<file path="config.mk">
export PLATFORM = sky130hd
export DESIGN_NAME = tsa_control
export DESIGN_NICKNAME = d
export VERILOG_FILES = /design/src/hw/rtl/tsa_pkg.sv /design/src/hw/rtl/tsa_control.sv
export SDC_FILE = /design/constraint.sdc
export NUM_CORES = 1
export LEC_CHECK = 0
export ABC_AREA = 1
export BUFFER_PORTS_ARGS = -buffer_cell sky130_fd_sc_hd__buf_2
export CAP_MARGIN = 10
export CORE_MARGIN = 2
export CORE_UTILIZATION = 46
export DETAILED_ROUTE_END_ITERATION = 7
export GPL_ROUTABILITY_DRIVEN = 0
export HOLD_SLACK_MARGIN = 0.02
export PLACE_DENSITY_LB_ADDON = 0.12
export SYNTH_ARGS = -nofsm -noshare
export SYNTH_HDL_FRONTEND = slang
export SYNTH_SLANG_ARGS = --single-unit
</file>
<file path="constraint.sdc">
create_clock -name clk -period 1.15 [get_ports clk]
set_clock_uncertainty 0.05 [all_clocks]
set_input_delay 0.115 -clock clk [delete_from_list [all_inputs] [get_ports clk]]
set_output_delay 0.115 -clock clk [all_outputs]
set_load 0.01 [all_outputs]
</file>
<file path="src/hw/rtl/tsa_pkg.sv">
// Shared types, constants and helper functions for the tile span allocator.
// Used by every module under hw/rtl; depends on nothing else.
package tsa_pkg;

  localparam int COORD_W    = 32;                       // Q16.16 coordinates
  localparam int FRAC_BITS  = 16;                       // fraction bits of coords and factor
  localparam int ALIGN_W    = 17;                       // Q1.16 alignment, one = 65536
  localparam int ALIGN_FRAC = 16;
  localparam logic [ALIGN_W-1:0] ALIGN_ONE = ALIGN_W'(1) << ALIGN_FRAC;

  localparam int FACTOR_W  = 32;
  localparam int MAG_W     = COORD_W + 1;               // magnitude of a coordinate difference
  localparam int LEN_W     = MAG_W + 1;                 // signed usable length
  localparam int CMP_W     = 2 * ALIGN_W;               // product of two alignments
  localparam int DIV_W     = MAG_W + FRAC_BITS;         // divider dividend and quotient
  localparam int DVS_W     = MAG_W;                     // divider divisor
  localparam int DIV_CNT_W = $clog2(DIV_W + 1);
  localparam int MUL_A_W   = MAG_W;
  localparam int MUL_B_W   = FACTOR_W;
  localparam int PROD_W    = MUL_A_W + MUL_B_W;
  localparam int ACC_W     = MAG_W - FRAC_BITS + FACTOR_W;
  localparam int WIDE_W    = DIV_W + 3;                 // signed working width
  localparam int CFG_IDX_W = 3;

  typedef struct packed {
    logic                        first_cell;
    logic                        cell_defined;
    logic signed [COORD_W-1:0]   cell_natural;
    logic signed [COORD_W-1:0]   cell_minimum;
    logic signed [COORD_W-1:0]   cell_maximum;
    logic        [ALIGN_W-1:0]   cell_align;
  } in_item_t;

  typedef struct packed {
    logic signed [COORD_W-1:0]   span_lower;
    logic signed [COORD_W-1:0]   span_upper;
    logic        [ALIGN_W-1:0]   span_align;
  } out_item_t;

  typedef enum logic [CFG_IDX_W-1:0] {
    CFG_TOTAL_NATURAL = 3'd0,
    CFG_TOTAL_MINIMUM = 3'd1,
    CFG_TOTAL_MAXIMUM = 3'd2,
    CFG_TOTAL_ALIGN   = 3'd3,
    CFG_REGION_BEGIN  = 3'd4,
    CFG_REGION_END    = 3'd5,
    CFG_REGION_ALIGN  = 3'd6
  } cfg_idx_t;

  typedef enum logic [4:0] {
    OP_NONE,
    OP_LOAD,
    OP_PREP,
    OP_RATIO_A,
    OP_RATIO_B,
    OP_RATIO_C,
    OP_LEN_MUL,
    OP_LEN_DIV,
    OP_LEN_SET,
    OP_POS_MUL,
    OP_POS_SET,
    OP_FAC_DIV,
    OP_FAC_SET,
    OP_CELL_PREP,
    OP_CELL_HI,
    OP_CELL_LO,
    OP_CELL_SUM,
    OP_PLACE
  } op_t;

  typedef enum logic [4:0] {
    S_IDLE,
    S_START,
    S_RATIO_A,
    S_RATIO_B,
    S_RATIO_C,
    S_LEN_MUL,
    S_LEN_DIV,
    S_LEN_WAIT,
    S_LEN_SET,
    S_POS_MUL,
    S_POS_SET,
    S_FAC_DIV,
    S_FAC_WAIT,
    S_FAC_SET,
    S_CELL_PREP,
    S_CELL_HI,
    S_CELL_LO,
    S_CELL_SUM,
    S_PLACE
  } state_t;

  typedef struct packed {
    op_t op;
  } cmd_t;

  typedef struct packed {
    logic first_cell;
    logic cell_defined;
    logic div_busy;
    logic fac_needed;
    logic out_free;
  } status_t;

  function automatic logic signed [WIDE_W-1:0] sext_coord(input logic signed [COORD_W-1:0] v);
    sext_coord = {{(WIDE_W-COORD_W){v[COORD_W-1]}}, v};
  endfunction

  function automatic logic signed [COORD_W-1:0] sat_coord(input logic signed [WIDE_W-1:0] v);
    logic [WIDE_W-COORD_W:0] top;
    top = v[WIDE_W-1:COORD_W-1];
    if ((&top) || !(|top)) begin
      sat_coord = v[COORD_W-1:0];
    end else if (v[WIDE_W-1]) begin
      sat_coord = {1'b1, {(COORD_W-1){1'b0}}};
    end else begin
      sat_coord = {1'b0, {(COORD_W-1){1'b1}}};
    end
  endfunction

  function automatic logic [ALIGN_W-1:0] clamp_align(input logic [ALIGN_W-1:0] v);
    clamp_align = (v > ALIGN_ONE) ? ALIGN_ONE : v;
  endfunction

endpackage

</file>
<file path="src/hw/rtl/tsa_control.sv">
// Controller of the tile span allocator: sequences a pass start and the
// placement of each cell. Depends on tsa_pkg; drives the datapath by command.
module tsa_control
  import tsa_pkg::*;
(
  input  logic    clk,
  input  logic    rst_n,
  input  logic    in_valid,
  output logic    in_stall,
  output cmd_t    cmd,
  input  status_t status
);

  state_t state_r, state_nxt;

  always_ff @(posedge clk) begin
    if (!rst_n) begin
      state_r <= S_IDLE;
    end else begin
      state_r <= state_nxt;
    end
  end

  always_comb begin
    state_nxt = state_r;
    cmd.op    = OP_NONE;
    in_stall  = 1'b1;
    case (state_r)
      S_IDLE: begin
        in_stall = 1'b0;
        if (in_valid) begin
          cmd.op    = OP_LOAD;
          state_nxt = S_START;
        end
      end
      S_START: begin
        if (status.first_cell) begin
          cmd.op    = OP_PREP;
          state_nxt = S_RATIO_A;
        end else begin
          cmd.op    = OP_CELL_PREP;
          state_nxt = status.cell_defined ? S_CELL_HI : S_PLACE;
        end
      end
      S_RATIO_A: begin
        cmd.op    = OP_RATIO_A;
        state_nxt = S_RATIO_B;
      end
      S_RATIO_B: begin
        cmd.op    = OP_RATIO_B;
        state_nxt = S_RATIO_C;
      end
      S_RATIO_C: begin
        cmd.op    = OP_RATIO_C;
        state_nxt = S_LEN_MUL;
      end
      S_LEN_MUL: begin
        cmd.op    = OP_LEN_MUL;
        state_nxt = S_LEN_DIV;
      end
      S_LEN_DIV: begin
        cmd.op    = OP_LEN_DIV;
        state_nxt = S_LEN_WAIT;
      end
      S_LEN_WAIT: begin
        if (!status.div_busy) begin
          state_nxt = S_LEN_SET;
        end
      end
      S_LEN_SET: begin
        cmd.op    = OP_LEN_SET;
        state_nxt = S_POS_MUL;
      end
      S_POS_MUL: begin
        cmd.op    = OP_POS_MUL;
        state_nxt = S_POS_SET;
      end
      S_POS_SET: begin
        cmd.op    = OP_POS_SET;
        state_nxt = S_FAC_DIV;
      end
      S_FAC_DIV: begin
        // With no room to stretch or shrink the factor stays zero.
        if (status.fac_needed) begin
          cmd.op    = OP_FAC_DIV;
          state_nxt = S_FAC_WAIT;
        end else begin
          state_nxt = S_CELL_PREP;
        end
      end
      S_FAC_WAIT: begin
        if (!status.div_busy) begin
          state_nxt = S_FAC_SET;
        end
      end
      S_FAC_SET: begin
        cmd.op    = OP_FAC_SET;
        state_nxt = S_CELL_PREP;
      end
      S_CELL_PREP: begin
        cmd.op    = OP_CELL_PREP;
        state_nxt = status.cell_defined ? S_CELL_HI : S_PLACE;
      end
      S_CELL_HI: begin
        cmd.op    = OP_CELL_HI;
        state_nxt = S_CELL_LO;
      end
      S_CELL_LO: begin
        cmd.op    = OP_CELL_LO;
        state_nxt = S_CELL_SUM;
      end
      S_CELL_SUM: begin
        cmd.op    = OP_CELL_SUM;
        state_nxt = S_PLACE;
      end
      S_PLACE: begin
        if (status.out_free) begin
          cmd.op    = OP_PLACE;
          state_nxt = S_IDLE;
        end
      end
      default: begin
        state_nxt = S_IDLE;
      end
    endcase
  end

endmodule

</file>
==> impl_table.tex, run 1 <==
\begin{tabular}{lr}
\hline
Metric & Value \\
\hline
\multicolumn{2}{l}{\textbf{Critical path}} \\
Required arrival time at the worst endpoint & 0.99 ns \\
Max Fanout on Critical Path & 6 \\
Critical path start-end classification & reg -> out \\
Max incr delay on CP & 0.42 ns \\
Critical-path cell list & inv\_4, nand3\_4, inv\_1, nand2\_2, nand2\_2, nor2\_2, o2111ai\_2, buf\_2 \\
Critical path's slowest cell & dfxtp\_4 \\
Sum of buffers and inverters on the critical path & 3 \\
Most prevalent standard cell on the critical path & nand2\_2 \\
Crit path launch type & flip-flop \\
Crit path arrival time & 1.43 ns \\
Gate family responsible for the most delay along the worst path & flip-flops \\
Worst setup EP type & primary output \\
\multicolumn{2}{l}{\textbf{Pwr}} \\
Switching power as a share of total power & 51.3\% \\
Lkg Pwr & 0.610 nW \\
Fraction of power consumed by the clock network & 7.6\% \\
VDD IR max & 1.87 mV \\
Power dissipated by switching net loads & 0.00134 W \\
Power per cell area & 2340 nW/um2 \\
Cell internal power dissipation & 0.00127 W \\
Portion of total power attributed to combinational logic & 76.3\% \\
Share of power burned in registers & 16.1\% \\
\multicolumn{2}{l}{\textbf{Min path}} \\
Type of the tightest min-delay check & in -> reg \\
\multicolumn{2}{l}{\textbf{Timing}} \\
Final cycle utilization of the critical path & 138\% \\
Hold\_ws & 0.118 ns \\
Setup total negative slack & -3.80 ns \\
Number of failing setup endpoints in the final timing report & 11 \\
Slew at the pin with the worst max-slew slack & 0.242 ns \\
Setup ws final & -0.441 ns \\
Slew HR & 83.8\% \\
Final slew viol count & 0 \\
Number of hold-slack violations in the final timing report & 0 \\
RSZ-0062 raised after global routing & yes \\
Shortest period the worst path allows & 1.59 ns \\
Maximum operating frequency & 0.628 GHz \\
\multicolumn{2}{l}{\textbf{Yosys}} \\
Cells after synthesis & 114 \\
Total nets after synthesis & 122 \\
Fraction of the yosys area taken by sequential cells & 16.3\% \\
Synth warnings & 0 \\
Number of different library cells in the post-synthesis netlist & 20 \\
Average footprint of a synthesized cell & 5.38 um2 \\
Post-synthesis sequential element count & 5 \\
Post-Synthesis Cell Area & 613 um2 \\
\multicolumn{2}{l}{\textbf{Status}} \\
Violations in the final reports & setup timing \\
Status & finished, violations left \\
\multicolumn{2}{l}{\textbf{Route}} \\
Detailed-router iteration count before antenna repair & 4 \\
Remaining number of nets flagged by the antenna check after routing & 0 \\
DRC viols & 0 \\
Vias after detailed routing & 932 \\
Drt total wl & 2650 um \\
Mean number of vias per cell & 5.48 \\
Drt wl/cell & 15.6 um \\
Number of design-rule violations left by the first detailed-router iteration & 52 \\
\multicolumn{2}{l}{\textbf{Clock tree}} \\
Clock-pin transition on the worst setup and hold timing paths & 0.04 ns \\
Clock sink total & 5 \\
Max H-tree Level & 1 \\
Hold buffer count at cts & 0 \\
Clock tree from TritonCTS & built \\
Worst-skew pair later-pin latency & 0.24 ns \\
Maximum number of buffers from clock root to sink & 2 \\
Clock buffer count from CTS & 3 \\
Root Driver & clkbuf\_4 \\
\multicolumn{2}{l}{\textbf{Place}} \\
DP Worst Slack & -0.282 ns \\
Number of buffer cells added on primary ports & 13 \\
Count of placed standard cells including taps & 159 \\
DP HPWL & 1640 um \\
\multicolumn{2}{l}{\textbf{Final layout}} \\
Cell Count, Final, Fillers Out & 170 \\
Area grow syn2layout & 82.2\% \\
Count of filler cells inserted in the layout & 69 \\
Fraction of final layout cells with drive strength greater than 1 & 60.0\% \\
Antenna Cells & 0 \\
Most flops, register & state\_r \\
Net count, final & 164 \\
Flip-flop count of the largest register after layout & 5 \\
Biggest regs & state\_r x5 \\
\multicolumn{2}{l}{\textbf{Floorplanning}} \\
Effective utilization at floorplan & 48.3\% \\
Die boundary width & 40.5 um \\
Std-Cell Core Area & 1270 um2 \\
Area enclosed by the die boundary & 1640 um2 \\
Row count & 13 \\
Die Y & 40.5 um \\
I/O pin count & 14 \\
\multicolumn{2}{l}{\textbf{Global route}} \\
Largest net degree at the start of global routing & 7 \\
Number of antenna violations at the first check in global routing & 0 \\
Total congestion overflow after global routing & 0 \\
Via count of the first global-routing pass & 888 \\
Global-route wire length before repair & 3620 um \\
Overall routing resource usage & 34.1\% \\
\multicolumn{2}{l}{\textbf{Run}} \\
MaxCap Viol Count & 0 \\
\hline
\end{tabular}
[worst paths after layout]
path                              to                    start  slack (ns)  cells past startpoint
max reg2reg  state_r[1]$_SDFFE_PN0P_  state_r[1]$_SDFFE_PN0P_       -0.31                      9
min          state_r[1]$_SDFFE_PN0P_                    rst_n        0.12                      3
min reg2reg  state_r[0]$_SDFFE_PN0P_  state_r[2]$_SDFFE_PN0P_        0.74                      5
max                           cmd[1]  state_r[3]$_SDFFE_PN0P_       -0.44                      8
[what timing repair did]
| action | in CTS | in global routing |
|---|---|---|
| resized for setup | 20 | 16 |
| pin swaps | 8 | 5 |
| setup endpoints to repair | 11 | 11 |
| buffers inserted | 5 | 2 |
[cell families (layout without fill, tap and decap cells)]
| family | after synthesis | in the layout | synth area share (%) |
|---|---|---|---|
| simple gates | 75 | 75 | 58.0 |
| flops | 5 | 5 | 16.3 |
| buf+inv | 22 | 63 | 14.1 |
| compound gates | 12 | 12 | 11.6 |
[cell usage in the layout, fill, tap and decap left out]
cell type / synthesis / final
a21oi_1: 5 / 2
a21oi_2: 0 / 2
a21oi_4: 0 / 1
a31oi_1: 1 / 1
buf_2: 0 / 13
buf_4: 1 / 24
buf_6: 0 / 1
clkbuf_1: 0 / 1
clkbuf_4: 0 / 3
dfxtp_4: 0 / 5
inv_1: 16 / 13
inv_2: 5 / 4
inv_4: 0 / 3
inv_6: 0 / 1
nand2_1: 29 / 21
nand2_2: 3 / 8
nand2_4: 0 / 3
nand3_1: 9 / 5
nand3_2: 2 / 2
nand3_4: 0 / 4
nand4_1: 2 / 2
nand4_2: 1 / 1
nor2_1: 20 / 14
nor2_2: 4 / 4
nor2_4: 2 / 8
nor3_1: 3 / 1
nor3_2: 0 / 2
o2111ai_2: 0 / 2
o21a_1: 1 / 1
o21ai_1: 2 / 1
o21ai_2: 0 / 2
[layer usage]
metal  vias up  share of wire, %  global-route usage [%]
li1        446                 -                       -
met1       421                38                    34.9
met2        56                52                    55.2
met3         9               6.7                    10.0
met4         0               2.9                    30.8
met5         -                 0                       0
[synth_stat cells, drive strengths merged]
cell | n | share of area [%]
nor3 | 3 | 2.4
buf | 1 | 1.2
o21ai | 3 | 2.4
nand2 | 32 | 21
o21a | 1 | 1.2
inv | 21 | 13
dfxtp | 5 | 16
a21oi | 5 | 4.1
nand3 | 11 | 11
a31oi | 1 | 1.0
o2111ai | 2 | 2.9
nand4 | 3 | 4.1
nor2 | 26 | 20
[worst register-to-register path, stage by stage (launching register included)]
cell	delay, ns
dfxtp_4	0.41
inv_4	0.05
nor2_4	0.21
buf_4	0.16
nand4_1	0.13
nand2_1	0.12
nor2_2	0.06
nor2_1	0.08
nor2_1	0.05
nor2_1	0.07
[per-stage QoR]
step	power, W	util, %	instance area, um2
floorplan	0.00132	-	704
global placement	0.00189	71.9	912
detailed placement	0.00191	71.9	912
CTS	0.00232	82.1	1040
global route	0.00276	88.1	1120
finish	0.00261	88.1	1120
[final cells by class]
type	count	area, um2	share of cell area, %
Multi-Input combinational cell	87	606	54.2
Timing Repair Buffer	38	256	23.0
Sequential cell	5	119	10.6
Inverter	21	91.3	8.17
Clock buffer	4	26.3	2.35
Tap cell	15	18.8	1.68
[power by group through the flow]
stage                     sequential, W  clock (W)  combinational, W
after floorplan                0.000355          0          0.000960
after global placement         0.000370          0           0.00152
after detailed placement       0.000375          0           0.00154
after CTS                      0.000415   0.000202           0.00171
after global routing           0.000431   0.000215           0.00212
final                          0.000421   0.000198           0.00199
(Power assumes the default switching activity.)
==> run 2, diff against run 1 <==
- CORE_UTILIZATION: 46 -> 45
==> run 2 against run 1 <==
The run still ends with setup timing left. Cell count did not move. Clock power increased by 4%. Sequential cell count stayed put. Setup slack worse by 0.015 ns. Critical path depth decreased by 3. Combinational power about the same. Register-to-register slack barely moved. Cell area shrank 1.5%. Die area rose by 2.0%. Non-clock buffer count unchanged. Via count is 1.2% higher. Largest power group unchanged.
==> impl_table.tex, run 2 (synthesis results as in run 1) <==
\begin{tabular}{lr}
\hline
Metric & Value \\
\hline
\multicolumn{2}{l}{\textbf{Critical path}} \\
FF-to-FF path depth & 8 \\
Startpoint of the most critical register-to-register path & state\_r[3]\$\_SDFFE\_PN0P\_ \\
Max incr delay on CP & 0.39 ns \\
Number of cells on the critical path & 5 \\
R2r endpoint & state\_r[2]\$\_SDFFE\_PN0P\_ \\
Launching instance or port of the critical path & state\_r[3]\$\_SDFFE\_PN0P\_ \\
Required arrival time at the worst endpoint & 0.99 ns \\
Crit path arrival time & 1.44 ns \\
Sum of buffers and inverters on the critical path & 1 \\
Max Fanout on Critical Path & 6 \\
Crit path launch type & flip-flop \\
Critical path's slowest cell & dfxtp\_4 \\
Critical path start-end classification & reg -> out \\
Critical-path cell list & nor2\_4, nand3\_2, o21a\_1, nand4\_1, buf\_2 \\
Reg2reg setup slack & -0.32 ns \\
Worst setup EP type & primary output \\
Destination of the critical timing path & cmd[2] \\
Gate family responsible for the most delay along the worst path & simple AND/OR/NAND/NOR gates \\
\multicolumn{2}{l}{\textbf{Timing}} \\
Final slew viol count & 0 \\
Setup total negative slack & -3.88 ns \\
Number of hold-slack violations in the final timing report & 0 \\
Shortest period the worst path allows & 1.61 ns \\
Number of failing setup endpoints in the final timing report & 11 \\
Maximum operating frequency & 0.622 GHz \\
Slew at the pin with the worst max-slew slack & 0.223 ns \\
Final cycle utilization of the critical path & 140\% \\
Slew HR & 85.1\% \\
Setup ws final & -0.456 ns \\
RSZ-0062 raised after global routing & yes \\
\multicolumn{2}{l}{\textbf{Global route}} \\
Global-route wire length before repair & 3250 um \\
Overall routing resource usage & 29.9\% \\
Number of antenna violations at the first check in global routing & 0 \\
Largest net degree at the start of global routing & 7 \\
Via count of the first global-routing pass & 791 \\
Total congestion overflow after global routing & 0 \\
\multicolumn{2}{l}{\textbf{Route}} \\
DRC viols & 0 \\
Mean number of vias per cell & 5.55 \\
Vias after detailed routing & 943 \\
Number of design-rule violations left by the first detailed-router iteration & 49 \\
Drt total wl & 2500 um \\
Remaining number of nets flagged by the antenna check after routing & 0 \\
Drt wl/cell & 14.7 um \\
Detailed-router iteration count before antenna repair & 4 \\
\multicolumn{2}{l}{\textbf{Status}} \\
Status & finished, violations left \\
Violations in the final reports & setup timing \\
\multicolumn{2}{l}{\textbf{Place}} \\
Area after DPL & 890 um2 \\
Number of buffer cells added on primary ports & 13 \\
DP HPWL & 1520 um \\
\multicolumn{2}{l}{\textbf{Final layout}} \\
Area grow syn2layout & 79.6\% \\
Fin area & 1100 um2 \\
Flip-flop count of the largest register after layout & 5 \\
Top library cells by usage in the layout, fill and taps aside & nand2\_1, buf\_4, inv\_1, nor2\_1, buf\_2 \\
Final core utilization & 85.7\% \\
Fraction of final layout cells with drive strength greater than 1 & 58.1\% \\
Net count, final & 164 \\
Biggest regs & state\_r x5 \\
Antenna Cells & 0 \\
Most flops, register & state\_r \\
\multicolumn{2}{l}{\textbf{Pwr}} \\
Power per cell area & 2380 nW/um2 \\
VDD IR max & 1.81 mV \\
Lkg Pwr & 0.609 nW \\
\multicolumn{2}{l}{\textbf{Clock tree}} \\
Root Driver & clkbuf\_4 \\
Max H-tree Level & 1 \\
Clock-pin transition on the worst setup and hold timing paths & 0.04 ns \\
Hold buffer count at cts & 0 \\
Clock sink total & 5 \\
Clock tree from TritonCTS & built \\
Maximum number of buffers from clock root to sink & 2 \\
Clock buffer count from CTS & 3 \\
Worst-skew pair later-pin latency & 0.25 ns \\
\multicolumn{2}{l}{\textbf{Floorplanning}} \\
Die boundary width & 40.9 um \\
Effective utilization at floorplan & 47.7\% \\
Area enclosed by the die boundary & 1670 um2 \\
Die Y & 40.9 um \\
I/O pin count & 14 \\
Std-Cell Core Area & 1280 um2 \\
Row count & 13 \\
\multicolumn{2}{l}{\textbf{Run}} \\
MaxCap Viol Count & 0 \\
\multicolumn{2}{l}{\textbf{Min path}} \\
Type of the tightest min-delay check & in -> reg \\
\hline
\end{tabular}
[run 2: through the flow]
stage	power, W	hold WS [ns]	instances	setup slack, ns
global route	0.00280	0.117	170	-0.513
CTS	0.00230	0.0921	167	-0.404
global placement	0.00183	0.351	156	-0.216
finish	0.00263	0.104	170	-0.456
detailed placement	0.00184	0.350	156	-0.231
floorplan	0.00132	0.217	114	-0.0320
[run 2: cell type report]
| cell class | instances | area, um2 |
|---|---|---|
| clock buffer | 4 | 26.3 |
| fill | 81 | 184 |
| sequential | 5 | 119 |
| timing repair buffer | 38 | 270 |
| inverter | 21 | 91.3 |
| multi-input combinational | 87 | 576 |
| tap | 15 | 18.8 |
[run 2: how the worst min path moves through the flow]
stage / startpoint / end / cells past startpoint
global route: rst_n / state_r[1]$_SDFFE_PN0P_ / 3
global placement: rst_n / state_r[1]$_SDFFE_PN0P_ / 3
CTS: rst_n / state_r[1]$_SDFFE_PN0P_ / 3
floorplan: status[2] / state_r[3]$_SDFFE_PN0P_ / 2
finish: rst_n / state_r[1]$_SDFFE_PN0P_ / 3
detailed placement: rst_n / state_r[1]$_SDFFE_PN0P_ / 3
[run 2: what timing repair did]
item / CTS / global route
setup endpoints to repair: 11 / 11
pin swaps: 15 / 7
setup buffers: 7 / 3
gates resized for setup: 19 / 15
[run 2: power by group]
group | switching (W) | internal (W)
registers | 0.000172 | 0.000261
logic | 0.00107 | 0.000919
clock network | 0.0000745 | 0.000131
total | 0.00131 | 0.00131
[run 2: tightest hold or removal path: cells and delay by family]
family                 cells  cell delay, ns
buffers and inverters      2            0.15
and+or+nand+nor            1            0.10
[run 2: per-layer routing]
layer  routed length, um  global-route usage, %  vias up
met4                  99                   16.7        0
li1                    -                      -      452
met2                1180                   51.2       61
met3                 215                   2.17       19
met1                1000                   36.1      411
met5                   0                      0        -
